`config.mk`:
```
export PLATFORM = sky130hd
export DESIGN_NAME = base64_stream_encoder
export DESIGN_NICKNAME = d
export VERILOG_FILES = /design/src/hdl/b64enc_pkg.sv /design/src/hdl/b64enc_front.sv /design/src/hdl/b64enc_queue.sv /design/src/hdl/b64enc_back.sv /design/src/hdl/base64_stream_encoder.sv
export SDC_FILE = /design/constraint.sdc
export NUM_CORES = 1
export LEC_CHECK = 0
export ABC_AREA = 1
export BUFFER_PORTS_ARGS = -buffer_cell sky130_fd_sc_hd__buf_4
export CAP_MARGIN = 10
export CELL_PAD_IN_SITES_DETAIL_PLACEMENT = 0
export CELL_PAD_IN_SITES_GLOBAL_PLACEMENT = 1
export CORE_ASPECT_RATIO = 0.6
export CORE_MARGIN = 4
export CORE_UTILIZATION = 53
export DETAILED_ROUTE_END_ITERATION = 16
export HOLD_SLACK_MARGIN = 0.02
export PLACE_DENSITY = 0.88
export REMOVE_ABC_BUFFERS = 1
export SLEW_MARGIN = 20
export SYNTH_ARGS = -nofsm -noshare
export SYNTH_HDL_FRONTEND = slang
export SYNTH_HIERARCHICAL = 1
export SYNTH_SLANG_ARGS = --single-unit
```
`constraint.sdc`:
```
create_clock -name aclk -period 8.5 [get_ports aclk]
set_input_delay 1.7 -clock aclk [delete_from_list [all_inputs] [get_ports aclk]]
set_output_delay 1.7 -clock aclk [all_outputs]
set_load 0.05 [all_outputs]
```
`src/hdl/b64enc_pkg.sv`:
```
// ----------------------------------------------------------------------------
// b64enc_pkg
// Shared types and helpers for the streaming base64 encoder.
// ----------------------------------------------------------------------------
package b64enc_pkg;

    localparam logic [6:0] PAD_CHAR = 7'h3D;

    // One classified group, passed from front end to back end
    typedef struct packed {
        logic [7:0] b0;
        logic [7:0] b1;
        logic [7:0] b2;
        logic [1:0] count;   // bytes of real data in the group, 1..3
        logic       last;    // group closes the message
    } group_t;

    typedef struct packed {
        logic full;
        logic empty;
    } q_status_t;

    typedef struct packed {
        logic [1:0] position;
    } front_status_t;

    // Map a sextet to its character from the standard alphabet
    function automatic logic [6:0] sextet_to_char(input logic [5:0] six);
        logic [6:0] ch;
        if (six < 6'd26) begin
            ch = 7'h41 + {1'b0, six};
        end else if (six < 6'd52) begin
            ch = 7'h61 + {1'b0, six} - 7'd26;
        end else if (six < 6'd62) begin
            ch = 7'h30 + {1'b0, six} - 7'd52;
        end else if (six == 6'd62) begin
            ch = 7'h2B;
        end else begin
            ch = 7'h2F;
        end
        return ch;
    endfunction

endpackage

```
`src/hdl/b64enc_front.sv`:
```
// ----------------------------------------------------------------------------
// b64enc_front
// Takes raw bytes, holds the open group and pushes each closed group.
// ----------------------------------------------------------------------------
module b64enc_front import b64enc_pkg::*; (
    input  logic          aclk,
    input  logic          aresetn,
    input  logic          s_tvalid,
    output logic          s_tready,
    input  logic [7:0]    s_tdata,
    input  logic          s_tlast,
    input  q_status_t     q_status,
    output logic          push,
    output group_t        push_group,
    output front_status_t front_status
);

    logic [1:0] pos_reg, pos_next, pos_cur;
    logic [7:0] held0_reg, held0_next;
    logic [7:0] held1_reg, held1_next;
    logic       accept;

    assign s_tready = !q_status.full;
    assign accept   = s_tvalid && s_tready;
    // treat the unreachable position three as an empty group
    assign pos_cur  = (pos_reg == 2'd3) ? 2'd0 : pos_reg;
    assign front_status.position = pos_reg;

    // Classify the word: hold it or close the group
    always_comb begin
        pos_next   = pos_reg;
        held0_next = held0_reg;
        held1_next = held1_reg;
        push       = 1'b0;
        push_group = '0;
        if (accept) begin
            case (pos_cur)
                2'd0: begin
                    held0_next       = s_tdata;
                    push_group.b0    = s_tdata;
                    push_group.count = 2'd1;
                end
                2'd1: begin
                    held1_next       = s_tdata;
                    push_group.b0    = held0_reg;
                    push_group.b1    = s_tdata;
                    push_group.count = 2'd2;
                end
                default: begin
                    push_group.b0    = held0_reg;
                    push_group.b1    = held1_reg;
                    push_group.b2    = s_tdata;
                    push_group.count = 2'd3;
                end
            endcase
            push_group.last = s_tlast;
            push = s_tlast || (pos_cur == 2'd2);
            pos_next = push ? 2'd0 : pos_cur + 2'd1;
        end
    end

    always_ff @(posedge aclk) begin
        if (!aresetn) begin
            pos_reg   <= 2'd0;
            held0_reg <= 8'd0;
            held1_reg <= 8'd0;
        end else begin
            pos_reg   <= pos_next;
            held0_reg <= held0_next;
            held1_reg <= held1_next;
        end
    end

endmodule

```
`src/hdl/b64enc_queue.sv`:
```
// ----------------------------------------------------------------------------
// b64enc_queue
// Two-entry queue of closed groups between front and back end.
// ----------------------------------------------------------------------------
module b64enc_queue import b64enc_pkg::*; (
    input  logic      aclk,
    input  logic      aresetn,
    input  logic      push,
    input  group_t    push_group,
    input  logic      pop,
    output group_t    pop_group,
    output q_status_t q_status
);

    group_t     entry_reg [2];
    logic       wr_ptr_reg, rd_ptr_reg;
    logic [1:0] cnt_reg, cnt_next;

    assign q_status.empty = (cnt_reg == 2'd0);
    assign q_status.full  = (cnt_reg == 2'd2);
    assign pop_group      = entry_reg[rd_ptr_reg];

    // Track occupancy
    always_comb begin
        cnt_next = cnt_reg;
        if (push && !pop) begin
            cnt_next = cnt_reg + 2'd1;
        end else if (pop && !push) begin
            cnt_next = cnt_reg - 2'd1;
        end
    end

    always_ff @(posedge aclk) begin
        if (!aresetn) begin
            wr_ptr_reg <= 1'b0;
            rd_ptr_reg <= 1'b0;
            cnt_reg    <= 2'd0;
        end else begin
            if (push) begin
                wr_ptr_reg <= !wr_ptr_reg;
            end
            if (pop) begin
                rd_ptr_reg <= !rd_ptr_reg;
            end
            cnt_reg <= cnt_next;
        end
        if (push) begin
            entry_reg[wr_ptr_reg] <= push_group;
        end
    end

endmodule

```
`src/hdl/b64enc_back.sv`:
```
// ----------------------------------------------------------------------------
// b64enc_back
// Expands each group into four characters, one word per cycle while m_ is not stalled.
// ----------------------------------------------------------------------------
module b64enc_back import b64enc_pkg::*; (
    input  logic      aclk,
    input  logic      aresetn,
    input  q_status_t q_status,
    input  group_t    pop_group,
    output logic      pop,
    output logic      m_tvalid,
    input  logic      m_tready,
    output logic [7:0] m_tdata,
    output logic      m_tlast
);

    group_t     grp_reg;
    logic       busy_reg, busy_next;
    logic [1:0] idx_reg, idx_next;
    logic       valid_reg, valid_next;
    logic [6:0] char_reg, char_next;
    logic       last_reg, last_next;
    logic       out_free, emit;
    logic [5:0] sextet;

    assign out_free = !valid_reg || m_tready;
    assign emit     = busy_reg && out_free;
    assign pop      = !q_status.empty && (!busy_reg || (emit && idx_reg == 2'd3));

    // Pick the sextet for the current character
    always_comb begin
        case (idx_reg)
            2'd0:    sextet = grp_reg.b0[7:2];
            2'd1:    sextet = {grp_reg.b0[1:0], grp_reg.b1[7:4]};
            2'd2:    sextet = {grp_reg.b1[3:0], grp_reg.b2[7:6]};
            default: sextet = grp_reg.b2[5:0];
        endcase
    end

    // Advance the character counter and load the output register
    always_comb begin
        busy_next  = busy_reg;
        idx_next   = idx_reg;
        valid_next = valid_reg;
        char_next  = char_reg;
        last_next  = last_reg;
        if (out_free) begin
            valid_next = 1'b0;
        end
        if (emit) begin
            valid_next = 1'b1;
            char_next  = ({1'b0, idx_reg} > {1'b0, grp_reg.count}) ? PAD_CHAR
                                                                 : sextet_to_char(sextet);
            last_next  = grp_reg.last && (idx_reg == 2'd3);
            idx_next   = idx_reg + 2'd1;
            if (idx_reg == 2'd3) begin
                busy_next = 1'b0;
            end
        end
        if (pop) begin
            busy_next = 1'b1;
            idx_next  = 2'd0;
        end
    end

    always_ff @(posedge aclk) begin
        if (!aresetn) begin
            busy_reg  <= 1'b0;
            idx_reg   <= 2'd0;
            valid_reg <= 1'b0;
        end else begin
            busy_reg  <= busy_next;
            idx_reg   <= idx_next;
            valid_reg <= valid_next;
        end
        char_reg <= char_next;
        last_reg <= last_next;
        if (pop) begin
            grp_reg <= pop_group;
        end
    end

    assign m_tvalid = valid_reg;
    assign m_tdata  = {1'b0, char_reg};
    assign m_tlast  = last_reg;

endmodule

```
`src/hdl/base64_stream_encoder.sv`:
```
// ----------------------------------------------------------------------------
// base64_stream_encoder
// Streaming base64 encoder, standard alphabet with '=' padding.
// ----------------------------------------------------------------------------
//  Channel | Dir | tdata            | tlast
//  s_      | in  | [7:0] data_byte  | last_byte
//  m_      | out | [6:0] out_char   | last_char
//
//  One character leaves per cycle while m_ is not stalled; the back end
//  walks the four characters of a closed group with its character counter.
//  Bytes are taken every cycle while the two-entry group queue has room.
//  Reset is synchronous on aresetn low and empties the queue and the group.
//  Stalls on m_ back up into the queue; s_tready drops while it holds two
//  groups.
module base64_stream_encoder import b64enc_pkg::*; (
    input  logic       aclk,
    input  logic       aresetn,
    input  logic       s_tvalid,
    output logic       s_tready,
    input  logic [7:0] s_tdata,    // [7:0] data_byte
    input  logic       s_tlast,
    output logic       m_tvalid,
    input  logic       m_tready,
    output logic [7:0] m_tdata,    // [6:0] out_char, [7] zero
    output logic       m_tlast
);

    q_status_t     q_status;
    front_status_t front_status;
    group_t        push_group, pop_group;
    logic          push, pop;

    b64enc_front u_front (
        .aclk         (aclk),
        .aresetn      (aresetn),
        .s_tvalid     (s_tvalid),
        .s_tready     (s_tready),
        .s_tdata      (s_tdata),
        .s_tlast      (s_tlast),
        .q_status     (q_status),
        .push         (push),
        .push_group   (push_group),
        .front_status (front_status)
    );

    b64enc_queue u_queue (
        .aclk       (aclk),
        .aresetn    (aresetn),
        .push       (push),
        .push_group (push_group),
        .pop        (pop),
        .pop_group  (pop_group),
        .q_status   (q_status)
    );

    b64enc_back u_back (
        .aclk      (aclk),
        .aresetn   (aresetn),
        .q_status  (q_status),
        .pop_group (pop_group),
        .pop       (pop),
        .m_tvalid  (m_tvalid),
        .m_tready  (m_tready),
        .m_tdata   (m_tdata),
        .m_tlast   (m_tlast)
    );

    // Queue never reports full and empty together
    assert property (@(posedge aclk) disable iff (!aresetn)
        !(q_status.full && q_status.empty))
        else $error("group queue full and empty at once");

    // A final byte always closes the open group
    assert property (@(posedge aclk) disable iff (!aresetn)
        (s_tvalid && s_tready && s_tlast) |=> (front_status.position == 2'd0))
        else $error("group left open after last byte");

    // Position three is never reached
    assert property (@(posedge aclk) disable iff (!aresetn)
        front_status.position != 2'd3)
        else $error("group position out of range");

    // No push into a full queue unless a pop frees an entry in the same cycle
    assert property (@(posedge aclk) disable iff (!aresetn)
        push |-> (!q_status.full || pop))
        else $error("push into full group queue");

endmodule

```
==> flow_summary.yaml <==
status:
  outcome: "complete, no violations"
timing:
  report.final.hold_viol_count: 0
  timing.final.ws_setup_ns: 5.06
  slew_headroom: 0.334
  timing.setup.tns_ns: 0
  setup_violations: 0
  skew_ns: 0.00988
  tightest_slew_ns: 0.996
  fmax_mhz: 291
  rsz0062_at_grt: "false"
  slew_viol_final: 0
  period_minus_slack_ns: 3.44
  period_share: 0.404
clocking:
  h-tree-depth: 4
  cts_buffers: 17
  cts_tree: "yes"
  cts-resized-gates: 0
  cts_hold_buf: 0
  clock_sinks: 116
  clk_pin_slew_ns: 0.05
  cts_buffer_depth: 2
  cts_setup_buffers: 0
  root_buffer: "clkbuf_16"
  clk_latency_ns: 0.41
global_routing:
  grt_overflow_total: 0
  grt_antenna_before_repair: 0
  grtUsageTotal: 0.190
  grt_start_max_net_pins: 31
  grt_pass1_vias: 3561
  grt_pass1_wl_mm: 17.8
drt:
  drc_errors: 0
  drt-total-wl_mm: 10.6
  drt_pass1_iterations: 4
  dr_wl_met2_mm: 4.97
  wl_met3_um: 645
  topRoutingLayerUsed: "met4"
  ant_nets: 0
  wl_per_cell_um: 15.5
  viasPerCell: 5.16
  met1Wirelength_mm: 4.89
  vias: 3521
  drt_iter0_drc: 342
pwr:
  ir_drop_mv: 0.246
  p_leak_nw: 2.51
  finalPower_mw: 2.38
  power_per_cell_area_mw_per_mm2: 378
die:
  die_area_mm2: 0.0122
  die_h_um: 87.0
  row_count: 28
  die_w_um: 140
  coreArea_mm2: 0.0100
  io_pins: 24
  start_util: 0.551
synth:
  netlist_instances: 506
  netlist_area_mm2: 0.00552
  yosysSeqAreaShare: 0.582
  yosysWarnings: 6
  yosysUniqueCellTypes: 35
  synthArstFlopShare: 0
  synth_edf_count: 89
  synth_ff_type: "edfxtp_1"
  ys_ff_latch: 116
  postSynthAreaPerCell_um2: 10.9
cells_and_area:
  num_antenna_cells: 0
  multi_input_area_mm2: 0.00196
  area_growth_pct: 14.2
  fillers: 812
  drive_above_1_share: 0.210
  seq_area_mm2: 0.00321
  nets: 561
  largest_register_ffs: 54
placement:
  post-dp-hpwl_mm: 7.29
  gp_congestion: 0.857
  post-place-ws_ns: 4.34
  port_buffers: 22
setup_path:
  cp.depth: 5
  cp_slowest_cell: "nand2_1"
  path_cells: "buf_4, nand2_1, nor2_1, nand2_1, inv_2"
  crit_path_max_incr_delay_ns: 0.56
  crit_buf_inv: 2
  cp_common_cell: "nand2_1"
  startpoint_type: "input pin"
  r2r_start: "u_queue/cnt_reg[1]"
  worst-path-max-fanout: 29
  crit_start: "s_tvalid"
  endpoint_kind: "flip-flop"
  required_ns: 8.54
  arrival_ns: 3.48
  r2r_cells: 7
  path_delay_family: "simple AND/OR/NAND/NOR gates"
  worstSetupPathType: "in2reg"
run:
  drv_cap: 0
hold_path:
  hold_path.startpoint: "u_front/held1_reg[0]"
  worst_hold_path.num_cells: 2
  hold_path_class: "reg2reg"
[through the flow]
| stage | cells | area, um^2 | utilization | hold slack (ns) |
|---|---|---|---|---|
| finish | 683 | 6300 | 0.629 | 0.465 |
| global route | 683 | 6300 | 0.629 | 0.486 |
| CTS | 683 | 6300 | 0.629 | 0.468 |
| detailed placement | 651 | 5710 | 0.570 | 0.459 |
| global placement | 651 | 5710 | 0.570 | 0.451 |
| floorplan | 491 | 5350 | - | 0.441 |
[cell type report]
type                    instances  area share
well taps                     135      0.0268
multi-input cells             327       0.311
flip-flops and latches        116       0.510
repair buffers                 25      0.0298
inverters                      48      0.0286
clock buffers                  18      0.0681
clock inverters                14      0.0258
[cells by family (layout without fill, tap and decap cells)]
logic type | Yosys count | after routing | share of synthesized area
multiplexers | 27 | 27 | 0.0687
flip-flops | 116 | 116 | 0.582
XOR/XNOR | 3 | 3 | 0.00476
other | 1 | 1 | 0.000680
buffers and inverters | 63 | 105 | 0.0631
adder cells (fa/ha/maj) | 13 | 13 | 0.0295
AND/OR/NAND/NOR | 239 | 239 | 0.201
AO/OA/AOI/OAI | 44 | 44 | 0.0499
[per-layer routing]
metal,vias to the layer above,global-route usage
li1,1755,-
met1,1659,0.249
met2,98,0.311
met3,9,0.0636
met4,0,0.0466
met5,-,0
[path summary, 6_finish.rpt]
check	to	slack (ns)
setup / recovery	u_queue/entry_reg[1][14]	5.06
hold reg to reg	u_front/held1_reg[0]	0.46
hold / removal	u_front/held1_reg[0]	0.46
setup reg to reg	u_queue/entry_reg[1][14]	5.83
[tightest hold or removal path: cells and delay by family (launching register included)]
family | cells | cell delay [ns]
flops | 1 | 0.31
simple gates | 1 | 0.06
compound gates | 1 | 0.05
[where the power goes]
part / switching [mW] / leakage, nW / total, mW / internal (mW)
Combinational: 0.562 / 1.18 / 0.851 / 0.288
Sequential: 0.0445 / 1.06 / 0.832 / 0.787
Clock: 0.244 / 0.275 / 0.701 / 0.457
[synthesized netlist by cell type (3+ instances only)]
cell,count,area [um^2]
nand2_4,4,45.0
clkbuf_8,3,41.3
nor2_1,40,150
a21oi_1,30,150
nand2_1,140,526
nor2_2,7,43.8
nand3_1,30,150
xor2_1,3,26.3
o21ai_0,4,20.0
nand4_1,5,31.3
inv_2,4,15.0
buf_6,5,56.3
dfxtp_1,27,541
edfxtp_1,89,2670
mux2_2,7,78.8
inv_1,42,158
nor2_4,10,113
ha_1,13,163
mux2_4,20,300
[cells in the final DEF (no fill, tap or decap)]
cell type	instances
a211oi_1	1
a21oi_1	30
a21oi_2	1
a21oi_4	1
a22oi_1	1
buf_4	25
bufinv_16	3
clkbuf_1	1
clkbuf_16	17
clkinv_1	5
clkinv_2	1
clkinv_4	3
clkinvlp_4	4
conb_1	1
dfxtp_1	27
edfxtp_1	89
ha_1	13
inv_1	41
inv_2	5
mux2_2	7
mux2_4	20
nand2_1	140
nand2_4	4
nand3_1	30
nand3_2	1
nand4_1	5
nor2_1	38
nor2_2	9
nor2_4	10
nor2_8	2
o211ai_1	1
o21ai_0	4
o21ai_1	1
o21bai_1	2
o21bai_4	2
xor2_1	3
No activity file was read; power rests on OpenSTA's default activity.
